**src/design/fra_pkg.sv**
```systemverilog
// shared types and constants for the four register alu executor
`default_nettype none

package fra_pkg;

	localparam int FRA_DATA_WIDTH = 32;
	localparam int FUNC_WIDTH     = 3;
	localparam int REG_IDX_WIDTH  = 2;
	localparam int IMM_WIDTH      = 32;
	localparam int PC_WIDTH       = 31;
	localparam int STATUS_WIDTH   = 2;
	localparam int OUT_VAL_WIDTH  = 32;
	localparam int NUM_REGS       = 4;
	localparam int S_TDATA_WIDTH  = 72;
	localparam int M_TDATA_WIDTH  = 72;

	typedef enum logic [FUNC_WIDTH-1:0] {
		FUNC_MOV = 3'd0,
		FUNC_ADD = 3'd1,
		FUNC_SUB = 3'd2,
		FUNC_MUL = 3'd3,
		FUNC_DIV = 3'd4,
		FUNC_INC = 3'd5,
		FUNC_DEC = 3'd6,
		FUNC_JNZ = 3'd7
	} func_t;

	typedef enum logic [STATUS_WIDTH-1:0] {
		ST_OK         = 2'd0,
		ST_DIV_ZERO   = 2'd1,
		ST_NEG_TARGET = 2'd2
	} status_t;

	localparam logic [REG_IDX_WIDTH-1:0] REG_C = 2'd2;

	typedef enum logic [1:0] {
		ALU_ADD,
		ALU_SUB,
		ALU_MUL,
		ALU_DIV
	} alu_op_t;

	typedef struct packed {
		logic    start;
		alu_op_t op;
	} alu_req_t;

	typedef enum logic [2:0] {
		ALU_IDLE,
		ALU_SERIAL,
		ALU_MULT,
		ALU_DIVIDE,
		ALU_FIX,
		ALU_DONE
	} alu_state_t;

	typedef enum logic [1:0] {
		TOP_IDLE,
		TOP_DECODE,
		TOP_RUN,
		TOP_OUT
	} top_state_t;

endpackage

`default_nettype wire

```
**src/design/fra_serial_alu.sv**
```systemverilog
// serial arithmetic unit: bit-serial add and subtract, radix-2 multiply and divide
`default_nettype none

module fra_serial_alu #(
	parameter int DATA_WIDTH = fra_pkg::FRA_DATA_WIDTH
) (
	input  logic                  clk,
	input  logic                  arst_n,
	input  fra_pkg::alu_req_t     req,
	input  logic [DATA_WIDTH-1:0] a,
	input  logic [DATA_WIDTH-1:0] b,
	output logic                  done,
	output logic [DATA_WIDTH-1:0] result
);
	import fra_pkg::*;

	localparam int W  = DATA_WIDTH;
	localparam int CW = $clog2(W);

	alu_state_t     state_q, state_d;
	alu_op_t        op_q;
	logic [W-1:0]   x_q, y_q, r_q;
	logic           carry_q, neg_q;
	logic [CW-1:0]  cnt_q;

	logic           last;
	logic           y_bit, sum_bit, carry_next;
	logic [W-1:0]   mul_sum;
	logic [W:0]     trial, diff;
	logic           borrow;
	logic [W-1:0]   a_mag, b_mag;

	assign last       = (cnt_q == CW'(W - 1));
	assign y_bit      = y_q[0] ^ (op_q == ALU_SUB);
	assign sum_bit    = x_q[0] ^ y_bit ^ carry_q;
	assign carry_next = (x_q[0] & y_bit) | (x_q[0] & carry_q) | (y_bit & carry_q);
	assign mul_sum    = r_q + x_q;
	assign trial      = {r_q, x_q[W-1]};
	assign diff       = trial - {1'b0, y_q};
	assign borrow     = diff[W];
	assign a_mag      = a[W-1] ? (W'(0) - a) : a;
	assign b_mag      = b[W-1] ? (W'(0) - b) : b;

	assign done   = (state_q == ALU_DONE);
	assign result = (op_q == ALU_MUL) ? r_q : x_q;

	always_comb begin
		state_d = state_q;
		unique case (state_q)
			ALU_IDLE: begin
				if (req.start) begin
					unique case (req.op)
						ALU_ADD, ALU_SUB: state_d = ALU_SERIAL;
						ALU_MUL:          state_d = ALU_MULT;
						ALU_DIV:          state_d = ALU_DIVIDE;
						default:          state_d = ALU_IDLE;
					endcase
				end
			end
			ALU_SERIAL, ALU_MULT: begin
				if (last) state_d = ALU_DONE;
			end
			ALU_DIVIDE: begin
				if (last) state_d = ALU_FIX;
			end
			ALU_FIX:  state_d = ALU_DONE;
			ALU_DONE: state_d = ALU_IDLE;
			default:  state_d = ALU_IDLE;
		endcase
	end

	always_ff @(posedge clk or negedge arst_n) begin
		if (!arst_n) begin
			state_q <= ALU_IDLE;
			cnt_q   <= '0;
		end else begin
			state_q <= state_d;
			if (state_q == ALU_IDLE) cnt_q <= '0;
			else if (!last)          cnt_q <= cnt_q + CW'(1);
		end
	end

	always_ff @(posedge clk) begin
		case (state_q)
			ALU_IDLE: begin
				if (req.start) begin
					op_q    <= req.op;
					carry_q <= (req.op == ALU_SUB);
					r_q     <= '0;
					neg_q   <= a[W-1] ^ b[W-1];
					if (req.op == ALU_DIV) begin
						x_q <= a_mag;
						y_q <= b_mag;
					end else begin
						x_q <= a;
						y_q <= b;
					end
				end
			end
			ALU_SERIAL: begin
				x_q     <= {sum_bit, x_q[W-1:1]};
				y_q     <= {1'b0, y_q[W-1:1]};
				carry_q <= carry_next;
			end
			ALU_MULT: begin
				if (y_q[0]) r_q <= mul_sum;
				x_q <= {x_q[W-2:0], 1'b0};
				y_q <= {1'b0, y_q[W-1:1]};
			end
			ALU_DIVIDE: begin
				r_q <= borrow ? trial[W-1:0] : diff[W-1:0];
				x_q <= {x_q[W-2:0], ~borrow};
			end
			ALU_FIX: begin
				if (neg_q) x_q <= W'(0) - x_q;
			end
			default: begin
			end
		endcase
	end

endmodule

`default_nettype wire

```
**src/design/four_register_alu_executor.sv**
```systemverilog
// top level: register file, instruction sequencer and result register
//
// channel  dir  handshake           tdata fields, lowest bit up
// s_*      in   s_tvalid/s_tready   func, dest_reg, src_is_reg, src_reg, immediate, current_pc
// m_*      out  m_tvalid/m_tready   status, next_pc, written_value
//
// add, sub, mov, inc, dec and mul run through the serial unit, and div adds a sign fix step;
// the serial unit handles one bit per cycle
// jnz and division by zero skip the serial unit
// after reset all four registers read as zero through their valid bits
// a finished result waits in the output register; a new request is taken meanwhile
// and waits at the end of its run until that register is free
`default_nettype none

module four_register_alu_executor #(
	parameter int DATA_WIDTH = fra_pkg::FRA_DATA_WIDTH
) (
	input  logic                              clk,
	input  logic                              arst_n,
	input  logic                              s_tvalid,
	output logic                              s_tready,
	// func, dest_reg, src_is_reg, src_reg, immediate, current_pc, zero pad
	input  logic [fra_pkg::S_TDATA_WIDTH-1:0] s_tdata,
	output logic                              m_tvalid,
	input  logic                              m_tready,
	// status, next_pc, written_value, zero pad
	output logic [fra_pkg::M_TDATA_WIDTH-1:0] m_tdata
);
	import fra_pkg::*;

	localparam int W = DATA_WIDTH;

	localparam int FUNC_LSB = 0;
	localparam int DEST_LSB = FUNC_LSB + FUNC_WIDTH;
	localparam int SISR_LSB = DEST_LSB + REG_IDX_WIDTH;
	localparam int SREG_LSB = SISR_LSB + 1;
	localparam int IMM_LSB  = SREG_LSB + REG_IDX_WIDTH;
	localparam int PC_LSB   = IMM_LSB + IMM_WIDTH;
	localparam int IN_BITS  = PC_LSB + PC_WIDTH;

	localparam int NPC_LSB  = STATUS_WIDTH;
	localparam int VAL_LSB  = NPC_LSB + PC_WIDTH;
	localparam int OUT_BITS = VAL_LSB + OUT_VAL_WIDTH;

	top_state_t                 state_q, state_d;
	logic                       accept;

	func_t                      func_q;
	logic [REG_IDX_WIDTH-1:0]   dest_q;
	logic                       src_is_reg_q;
	logic [IMM_WIDTH-1:0]       imm_q;
	logic [PC_WIDTH-1:0]        pc_q;
	logic [W-1:0]               rd_q, rs_q;
	logic                       c_nz_q;

	logic [W-1:0]               mem_q [NUM_REGS];
	logic [NUM_REGS-1:0]        valid_q;

	logic [W-1:0]               res_q;
	status_t                    status_q;
	logic [PC_WIDTH-1:0]        npc_q;

	logic                       m_valid_q;
	status_t                    out_status_q;
	logic [PC_WIDTH-1:0]        out_npc_q;
	logic [OUT_VAL_WIDTH-1:0]   out_val_q;

	logic [W-1:0]               imm_ext, operand;
	alu_req_t                   alu_req;
	logic [W-1:0]               alu_a, alu_b;
	status_t                    dec_status;
	logic [PC_WIDTH-1:0]        dec_npc;
	logic                       alu_done;
	logic [W-1:0]               alu_result;
	logic                       out_free;

	assign s_tready = (state_q == TOP_IDLE);
	assign accept   = s_tvalid & s_tready;
	assign out_free = !m_valid_q || m_tready;

	assign m_tvalid = m_valid_q;
	assign m_tdata  = {{(M_TDATA_WIDTH - OUT_BITS){1'b0}}, out_val_q, out_npc_q, out_status_q};

	assign imm_ext = W'($signed(imm_q));
	assign operand = src_is_reg_q ? rs_q : imm_ext;

	// instruction decode
	always_comb begin
		alu_req.start = 1'b0;
		alu_req.op    = ALU_ADD;
		alu_a         = rd_q;
		alu_b         = operand;
		dec_status    = ST_OK;
		dec_npc       = pc_q + PC_WIDTH'(1);
		unique case (func_q)
			FUNC_MOV: begin
				alu_req.start = 1'b1;
				alu_a         = '0;
			end
			FUNC_ADD: alu_req.start = 1'b1;
			FUNC_SUB: begin
				alu_req.start = 1'b1;
				alu_req.op    = ALU_SUB;
			end
			FUNC_MUL: begin
				alu_req.start = 1'b1;
				alu_req.op    = ALU_MUL;
			end
			FUNC_DIV: begin
				alu_req.op = ALU_DIV;
				if (operand == '0) dec_status = ST_DIV_ZERO;
				else               alu_req.start = 1'b1;
			end
			FUNC_INC: begin
				alu_req.start = 1'b1;
				alu_b         = W'(1);
			end
			FUNC_DEC: begin
				alu_req.start = 1'b1;
				alu_req.op    = ALU_SUB;
				alu_b         = W'(1);
			end
			FUNC_JNZ: begin
				if (c_nz_q) begin
					if (imm_q[IMM_WIDTH-1]) dec_status = ST_NEG_TARGET;
					else                    dec_npc = imm_q[PC_WIDTH-1:0];
				end
			end
			default: begin
			end
		endcase
		if (state_q != TOP_DECODE) alu_req.start = 1'b0;
	end

	fra_serial_alu #(
		.DATA_WIDTH(DATA_WIDTH)
	) u_alu (
		.clk    (clk),
		.arst_n (arst_n),
		.req    (alu_req),
		.a      (alu_a),
		.b      (alu_b),
		.done   (alu_done),
		.result (alu_result)
	);

	always_comb begin
		state_d = state_q;
		unique case (state_q)
			TOP_IDLE: begin
				if (accept) state_d = TOP_DECODE;
			end
			TOP_DECODE: begin
				if (alu_req.start) state_d = TOP_RUN;
				else               state_d = TOP_OUT;
			end
			TOP_RUN: begin
				if (alu_done) state_d = TOP_OUT;
			end
			TOP_OUT: begin
				if (out_free) state_d = TOP_IDLE;
			end
			default: state_d = TOP_IDLE;
		endcase
	end

	always_ff @(posedge clk or negedge arst_n) begin
		if (!arst_n) begin
			state_q   <= TOP_IDLE;
			m_valid_q <= 1'b0;
			valid_q   <= '0;
			c_nz_q    <= 1'b0;
		end else begin
			state_q <= state_d;
			if (state_q == TOP_OUT && out_free) begin
				m_valid_q       <= 1'b1;
				valid_q[dest_q] <= 1'b1;
				if (dest_q == REG_C) c_nz_q <= (res_q != '0);
			end else if (m_tready) begin
				m_valid_q <= 1'b0;
			end
		end
	end

	// register file, read ports registered
	always_ff @(posedge clk) begin
		if (accept) begin
			rd_q <= valid_q[s_tdata[SISR_LSB-1:DEST_LSB]] ?
			        mem_q[s_tdata[SISR_LSB-1:DEST_LSB]] : '0;
			rs_q <= valid_q[s_tdata[IMM_LSB-1:SREG_LSB]] ?
			        mem_q[s_tdata[IMM_LSB-1:SREG_LSB]] : '0;
		end
		if (state_q == TOP_OUT && out_free) mem_q[dest_q] <= res_q;
	end

	always_ff @(posedge clk) begin
		if (accept) begin
			func_q       <= func_t'(s_tdata[DEST_LSB-1:FUNC_LSB]);
			dest_q       <= s_tdata[SISR_LSB-1:DEST_LSB];
			src_is_reg_q <= s_tdata[SISR_LSB];
			imm_q        <= s_tdata[PC_LSB-1:IMM_LSB];
			pc_q         <= s_tdata[IN_BITS-1:PC_LSB];
		end
		if (state_q == TOP_DECODE) begin
			status_q <= dec_status;
			npc_q    <= dec_npc;
			res_q    <= rd_q;
		end
		if (state_q == TOP_RUN && alu_done) res_q <= alu_result;
		if (state_q == TOP_OUT && out_free) begin
			out_status_q <= status_q;
			out_npc_q    <= npc_q;
			out_val_q    <= OUT_VAL_WIDTH'($signed(res_q));
		end
	end

endmodule

`default_nettype wire

```
**config.mk**
```make
export PLATFORM = sky130hd
export DESIGN_NAME = four_register_alu_executor
export DESIGN_NICKNAME = d
export VERILOG_FILES = /design/src/design/fra_pkg.sv /design/src/design/fra_serial_alu.sv /design/src/design/four_register_alu_executor.sv
export SDC_FILE = /design/constraint.sdc
export NUM_CORES = 1
export LEC_CHECK = 0
export ABC_AREA = 0
export BUFFER_PORTS_ARGS = -buffer_cell sky130_fd_sc_hd__buf_2
export CAP_MARGIN = 15
export CORE_MARGIN = 2
export CORE_UTILIZATION = 30
export CTS_CLUSTER_DIAMETER = 200
export DETAILED_ROUTE_END_ITERATION = 12
export GPL_TIMING_DRIVEN = 0
export PLACE_DENSITY_LB_ADDON = 0.25
export SYNTH_ARGS = -nofsm -noshare
export SYNTH_HDL_FRONTEND = slang
export SYNTH_HIERARCHICAL = 1
export SYNTH_SLANG_ARGS = --single-unit
export TNS_END_PERCENT = 1
```
**constraint.sdc**
```tcl
create_clock -name clk -period 11.5 [get_ports clk]
set_clock_uncertainty 0.1 [all_clocks]
set_input_delay 0.575 -clock clk [delete_from_list [all_inputs] [get_ports clk]]
set_output_delay 0.575 -clock clk [all_outputs]
set_load 0.05 [all_outputs]
```
==> Word level (Yosys, flattened, before mapping) <==
Memory sizes are Yosys's and may differ from the RTL's. A register that Yosys moved wholly into a read port is not among the register bits.
Index checks and enable logic that the tools add are counted.
{ "totals": {"regBits": 315, "latchBits": 0, "mem_bits_rw": 128, "romBits": 0, "output_inout_bits": 74, "n_memories": 1} }
{ "op_classes": {"n_addsub": 7, "multipliers": 0, "n_div": 0, "n_lt_le_gt_ge": 4, "eq_ne": 32, "shift": 0, "n_mux": 54, "bitwise": 12, "n_reduce_logical": 32} }
{ "memory_table": {"columns": ["name", "depth", "word_bits", "rd", "rd_ports_with_merged_regs", "write_ports", "line_no", "text"], "rows": [
  ["mem_q", 4, 32, 2, 2, 1, "four_register_alu_executor.sv:56", "logic [W-1:0] mem_q [NUM_REGS];"]
]} }
{ "ops": {"columns": ["cell", "n"], "rows": [
  ["$mux W32", 16],
  ["$pmux W32 S5", 1],
  ["$pmux W32 S3", 1],
  ["$sub A1 B32 Y32 const A", 3],
  ["$mux W31", 3],
  ["$pmux W32 S2", 1],
  ["$sub A33 B32 Y33", 1],
  ["$add A32 B32 Y32", 1],
  ["$logic_not A32 Y1", 1],
  ["$reduce_bool A32 Y1", 1],
  ["$add A31 B1 Y31 const B", 1],
  ["$eq A3 B3 Y1 const B", 6],
  ["$eq A2 B2 Y1 const B", 6],
  ["$eq A3 B2 Y1 const B", 4],
  ["$mux W1", 12],
  ["$ne A2 B1 Y1 const B", 6],
  ["$pmux W3 S4", 1],
  ["$reduce_and A3 Y1", 4],
  ["$mux W2", 5],
  ["$mux W5", 2],
  ["$lt A2 B3 Y1 const B", 3],
  ["$mux W3", 3],
  ["$pmux W3 S3", 1],
  ["$ne A2 B2 Y1 const B", 4],
  ["other kinds (27)", 54]
]} }

==> Depth between registers and ports, before layout <==
Gate-level depths: netlist (run 1).
{ "logic_depth": {"word_depth": 8, "depth_mapped": 15} }

==> Modules after synthesis <==
Netlist (run 1), hierarchy kept.
{ "by_module_without_submodules": {"columns": ["module", "n_inst", "cells_each", "area_per_inst_um2"], "rows": [
  ["four_register_alu_executor", 1, 937, 16492.1],
  ["fra_serial_alu", 1, 1262, 10894.2]
]} }

==> Least setup slack after synthesis (run 1) <==
OpenSTA, ideal clock, no wires.
{ "synth_path": {"path_kind": "register to register", "start": "reg state_q[0] (netlist name)", "end": "reg dest_q[0] (enable)", "setup_time_ns": 0.507, "arrival_ns": 4.156, "required_ns": 10.893, "slack_ns": 6.737, "path_stages_with_launch": 4, "synth_period_minus_slack_ns": 4.763, "cell_sequence": "dfrtp_1 > inv_1 > ha_1 > and2_1"} }
{ "synth_rtl": {"columns": ["element", "line_no", "text"], "rows": [
  ["end signal: assignment", "four_register_alu_executor.sv:199", "dest_q <= s_tdata[SISR_LSB-1:DEST_LSB];"],
  ["end: declaration", "four_register_alu_executor.sv:49", "logic [REG_IDX_WIDTH-1:0] dest_q;"]
]} }

==> Final worst setup path (run 1) <==
{ "layout_path": {"start": "reg func_q[1]", "end": "reg u_alu.x_q[26] (data pin)"} }
{ "layout_via": {"elab_chain_len": 7, "elab_cells_between_ends": 14, "cone_classes": "1 x add/sub; 5 x eq/ne; 6 x mux; 2 x reduce/logical"} }
{ "layout_rtl": {"columns": ["element", "line_no", "text"], "rows": [
  ["start: declaration", "four_register_alu_executor.sv:48", "func_t func_q;"],
  ["start signal: assignment", "four_register_alu_executor.sv:198", "func_q <= func_t'(s_tdata[DEST_LSB-1:FUNC_LSB]);"],
  ["$logic_not A3 Y1", "four_register_alu_executor.sv:95", "unique case (func_q)"],
  ["$mux W32", "four_register_alu_executor.sv:95", null],
  ["via alu_a[2]", "four_register_alu_executor.sv:70", "logic [W-1:0] alu_a, alu_b;"],
  ["$sub A1 B32 Y32", "fra_serial_alu.sv:41", "assign a_mag = a[W-1] ? (W'(0) - a) : a;"],
  ["$mux W32", "fra_serial_alu.sv:41", null],
  ["$mux W32", "fra_serial_alu.sv:91", "if (req.op == ALU_DIV) begin"],
  ["$mux W32", "fra_serial_alu.sv:86", "if (req.start) begin"],
  ["$pmux W32 S5", "fra_serial_alu.sv:84", "case (state_q)"],
  ["end signal: assignment", "fra_serial_alu.sv:92", "x_q <= a_mag;"],
  ["end signal: assignment", "fra_serial_alu.sv:101", "x_q <= {sum_bit, x_q[W-1:1]};"],
  ["end signal: assignment", "fra_serial_alu.sv:107", "x_q <= {x_q[W-2:0], 1'b0};"],
  ["end: declaration", "fra_serial_alu.sv:22", "logic [W-1:0] x_q, y_q, r_q;"]
]} }
The timed path passes the listed nets, and every way through them passes these cells. The select of a mux whose other input is x is not followed.
A chain may end at the register's enable or synchronous reset.

==> impl_metrics.ini, run 1 <==
[clock_tree]
clkTransAtPathRegs_ps = 70
cts_buffer_depth = 3
cts_max_level = 2
cts_tree = done
postCtsSetupBuffers = 0
clock_latency_ps = 620
cts_root_buffer = clkbuf_16
cts.sinks = 507
cts_buffers = 54

[logic_synthesis]
yosysUniqueCellTypes = 95
ys.flop_type = edfxtp_1
postSynth.asyncResetShare = 0.03156
synth-edff-count = 491
synth_common_cells = edfxtp_1 (491), nor2_1 (142), nand2_1 (138), o21ai_0 (131), nor2b_1 (106)
synth_area_leader_cell = edfxtp_1
synth-seq-cells = 507
ys_warn_count = 6
yosysMostFrequentCell = edfxtp_1
syn-cell-area_um2 = 27390
synth_cells = 2199
syn_avg_cell_area_um2 = 12.45
synth_top_area_share = 0.5384
yosys-top-cells-area = edfxtp_1 (54%), mux4_2 (5.3%), ha_1 (3.3%)
yosysSeqAreaShare = 0.5530

[power_and_ir_drop]
p_leak_nw = 11.24
cellPowerDensity_nw_per_um2 = 278.3
switching_power_w = 0.003659
swShare = 0.4150
peakVddDrop_mv = 0.1403
power_frac_comb = 0.436
seqPwrFrac = 0.369
p_clk_frac = 0.196
intPower_w = 0.005158
totalPowerFinal_w = 0.008816

[routing]
vias_per_cell = 5.168
drc_errors = 0
drtIter0Drc = 1555
drt-pass1-iter-count = 5
dr_total_vias = 18810
wl_um = 82330
antenna_left = 0
post_drt_wl_per_cell_um = 22.62

[place]
hpwlAfterDp_um = 63850
gpl.final_weighted_congestion = 0.9296
dp_slack_ps = 6183
port-buffer-count = 139

[global_route]
grtUsageTotal = 0.1729
antenna_found_initial = 2
globalRoute.totalOverflow = 0
grt_max_degree = 68
grt_pass1_wl_um = 122900
grt_pass1_vias = 19130

[floorplanning]
rows = 110
initial_core_util = 0.3033
io_pins = 150
die-area_um2 = 93720
die_h_um = 306.1
core_area_um2 = 90290
die_width_um = 306.1

[setup_path]
required_ps = 11770
worst_ep_arrival_time_ps = 5590
critPathMaxFanout = 10
r2r_slack_ps = 6180
critPathCaptureType = flop
critical_path_class = reg2reg
startpoint_type = flop

[timing]
fmax_ghz = 0.1879
tightest_slew_ps = 1022
maxSlewHeadroom = 0.3153
fin_crit_sh = 0.4628
min_period_ps = 5322
setup_viol = 0
rsz0062_at_grt = no
slew_viol_final = 0
holdWs_ps = 29.22
tns_ps = 0
layout_setup_ws_ps = 6178
hold_viol = 0

[status]
status = complete, no violations

[cells_and_area]
drive_gt1_frac = 0.1849
area_growth_pct = 15.67
nets = 2573

[hold_path]
hp-class = in2reg

[run]
drv_cap = 0
[final cells by class]
class / count / area [um^2]
fillers: 8900 / 58610
flip-flops and latches: 507 / 15140
multi-input cells: 1521 / 11570
well taps: 1176 / 1471
clock buffers: 65 / 1413
repair buffers: 160 / 1017
plain buffers: 109 / 494.2
clock inverters: 31 / 305.3
inverters: 68 / 257.7
diodes: 2 / 5.005
[power groups by stage]
stage	sequential (W)	clock [W]	combinational [W]
floorplan	0.00333	0	0.00250
global placement	0.00332	0	0.00368
detailed placement	0.00328	0	0.00382
CTS	0.00325	0.00176	0.00384
global route	0.00331	0.00182	0.00421
finish	0.00325	0.00172	0.00384
[critical path, stage by stage (launching register included)]
cell	delay, ps
edfxtp_1	490
nor3_1	850
clkbuf_1	380
nor2b_1	170
or3_1	440
or3b_2	550
nor4_1	600
nor4b_4	410
nand2_1	160
o21ai_0	220
xor2_1	280
o311ai_0	160
a32o_1	250
[cells by family after synthesis]
| family | share of synthesized area |
|---|---|
| compound gates | 0.1025 |
| xor+xnor | 0.05533 |
| fa+ha+maj | 0.03554 |
| buf+inv | 0.02737 |
| flops | 0.5530 |
| mux | 0.1025 |
| other cells | 0.0001369 |
| simple gates | 0.1236 |
[state kept, by name, indices dropped and copies added, names as in the netlist, 2 cells and up]
name	flops
dest_q	2
func_q	3
imm_ext	32
mem_q	128
npc_q	31
out_npc_q	31
out_status_q	2
out_val_q	32
pc_q	31
rd_q	32
res_q	32
rs_q	32
state_q	2
status_q	2
u_alu/cnt_q	5
u_alu/op_q	2
u_alu/r_q	32
u_alu/state_q	3
u_alu/x_q	32
u_alu/y_q	32
valid_q	4
[per-stage QoR]
stage            util  cells  instance area, um^2
2_1_floorplan       -   2205                27410
3_3_place_gp   0.3276   3520                29580
3_5_place_dp   0.3317   3540                29950
4_1_cts        0.3508   3637                31670
5_1_grt        0.3509   3639                31680
6_report       0.3509   3639                31680
[path summary, 6_finish.rpt]
kind / endpoint / startpoint / cells after the start
min: pc_q[28] / s_tdata[68] / 1
max reg2reg: u_alu/x_q[26] / func_q[1] / 12
min reg2reg: out_npc_q[20] / npc_q[20] / 0
min in group asynchronous: valid_q[1] / arst_n / 2
max in group asynchronous: m_tvalid / arst_n / 2
max: u_alu/x_q[26] / func_q[1] / 12
[cells in the final DEF, fill, tap and decap left out, drive strengths merged, types with 22 or more instances in the layout]
cell,n
nor3,35
clkbuf,139
nor4,40
a21o,29
nand4,25
ha,73
buf,193
a21oi,102
nor2,143
xor2,94
mux4,64
edfxtp,491
inv,70
o21ai,146
nand2,138
nor2b,106
nand3,35
and3,22
mux2i,61
xnor2,79
mux2,67
[routing by layer]
layer	GRT usage	vias up	part of all wire
met5	0	-	0
met4	0.04765	0	0.025
met3	0.02198	102	0.049
met2	0.3018	492	0.50
met1	0.2255	9377	0.43
li1	-	8837	-
[repair_timing]
action,CTS,global route
hold endpoints to repair,16,0
gates resized for setup,0,0
hold buffers,1,0
Note: power is estimated with default switching activity, not from simulation.
==> inputs of run 2 (changes only) <==
clock period = 5.4 ns   (was 11.5 ns; I/O delays follow)
==> impl_metrics.ini, run 2 (synthesis gave the netlist of run 1 again) <==
[setup_path]
required_ps = 5670
critPathMaxFanout = 10
critical_path_class = reg2reg
worst_ep_arrival_time_ps = 5320
critPathCaptureType = flop
startpoint_type = flop
ff2ff_path_depth = 12

[clock_tree]
postCtsSetupBuffers = 0
cts_tree = done
clock_latency_ps = 620
clkTransAtPathRegs_ps = 70
cts_root_buffer = clkbuf_16
cts_buffers = 54
cts_max_level = 2
cts_buffer_depth = 3
cts.sinks = 507

[power_and_ir_drop]
cellPowerDensity_nw_per_um2 = 580.9
peakVddDrop_mv = 0.2990
totalPowerFinal_w = 0.01881
p_leak_nw = 11.53

[floorplanning]
rows = 110
initial_core_util = 0.3033
io_pins = 150
die-area_um2 = 93720
core_area_um2 = 90290
die_h_um = 306.1
die_width_um = 306.1

[timing]
fmax_ghz = 0.1982
setup_viol = 0
tightest_slew_ps = 1017
tns_ps = 0
slew_viol_final = 0
rsz0062_at_grt = no
maxSlewHeadroom = 0.3182
min_period_ps = 5046
hold_viol = 0
fin_crit_sh = 0.9345

[place]
gpl.final_weighted_congestion = 0.9296
port-buffer-count = 139
hpwlAfterDp_um = 63850

[cells_and_area]
drive_gt1_frac = 0.1802
final_core_util = 0.3586
top_register = mem_q
layout_common_cells = edfxtp_1 (491), buf_2 (158), nor2_1 (141), nand2_1 (138), o21ai_0 (131)
largest_reg_flops = 128
layout.cells.most_common = edfxtp_1
nets = 2643
area_growth_pct = 18.24

[global_route]
grt_pass1_vias = 19490
grt_pass1_wl_um = 124200
antenna_found_initial = 1
grt_max_degree = 68
globalRoute.totalOverflow = 0
grtUsageTotal = 0.1742

[routing]
wl_um = 82890
post_drt_wl_per_cell_um = 22.35
drtIter0Drc = 1514
drc_errors = 0
dr_total_vias = 19050
vias_per_cell = 5.138
antenna_left = 0
drt-pass1-iter-count = 5

[hold_path]
hp-class = in2async

[run]
drv_cap = 0

[status]
status = complete, no violations
## run 2: cell types whose count changed in the layout (fill, tap and decap cells not counted)
cell | previous run | this run
dlygate4sd3_1 | 1 | 71
diode_2 | 2 | 1
nor3_1 | 29 | 28
nor3_2 | 5 | 6
## run 2: critical path, stage by stage, from the launching register on
cell      delay [ps]
edfxtp_1         500
nor3_2           560
clkbuf_1         370
nor2b_1          170
or3_1            440
or3b_2           550
nor4_1           610
nor4b_4          410
nand2_1          160
o21ai_0          220
xor2_1           290
o311ai_0         170
a32o_1           250
## run 2: timing repair
action	4_1_cts	5_1_grt
setup endpoints to repair	0	2
endpoints found under the hold margin	86	0
hold buffers	71	0
resized for setup	0	1
## run 2: stage by stage
step	setup WS, ps	instance area, um^2	hold slack [ps]	instances
finish	353.7	32380	53.92	3708
global route	108.5	32380	64.05	3708
CTS	60.83	32370	40.25	3707
detailed placement	82.59	29950	146.6	3540
global placement	-1228	29580	131.4	3520
floorplan	637.0	27410	-125.6	2205
## run 2: layout make-up
| cell class | count | area [um^2] |
|---|---|---|
| Inverter | 68 | 257.7 |
| Sequential cell | 507 | 15140 |
| Clock buffer | 65 | 1413 |
| Buffer | 109 | 494.2 |
| Multi-Input combinational cell | 1521 | 11570 |
| Timing Repair Buffer | 230 | 1718 |
| Tap cell | 1176 | 1471 |
| Fill cell | 8843 | 57910 |
| Clock inverter | 31 | 305.3 |
| Antenna cell | 1 | 2.502 |
## run 2: final timing paths
check                                from  slack, ps       endpoint
worst min register to register  npc_q[20]        310  out_npc_q[20]
worst max-delay path            func_q[1]        350  u_alu/x_q[26]
worst min-delay path               arst_n         50     valid_q[2]
worst max register to register  func_q[1]        350  u_alu/x_q[26]
max in group asynchronous          arst_n       4800       m_tvalid
min in group clk                 s_tvalid        140     state_q[0]
## run 2: where the power goes
| part | internal [W] | switching (W) |
|---|---|---|
| registers | 0.00596 | 0.000963 |
| clock network | 0.00206 | 0.00161 |
| logic | 0.00300 | 0.00522 |
## run 2: layer usage
layer / routed length [um] / up-vias / track usage
met1: 36100 / 9507 / 0.2271
met3: 3599 / 96 / 0.02233
met5: 0 / - / 0
met2: 41180 / 474 / 0.3048
li1: - / 8975 / -
met4: 2010 / 0 / 0.04674
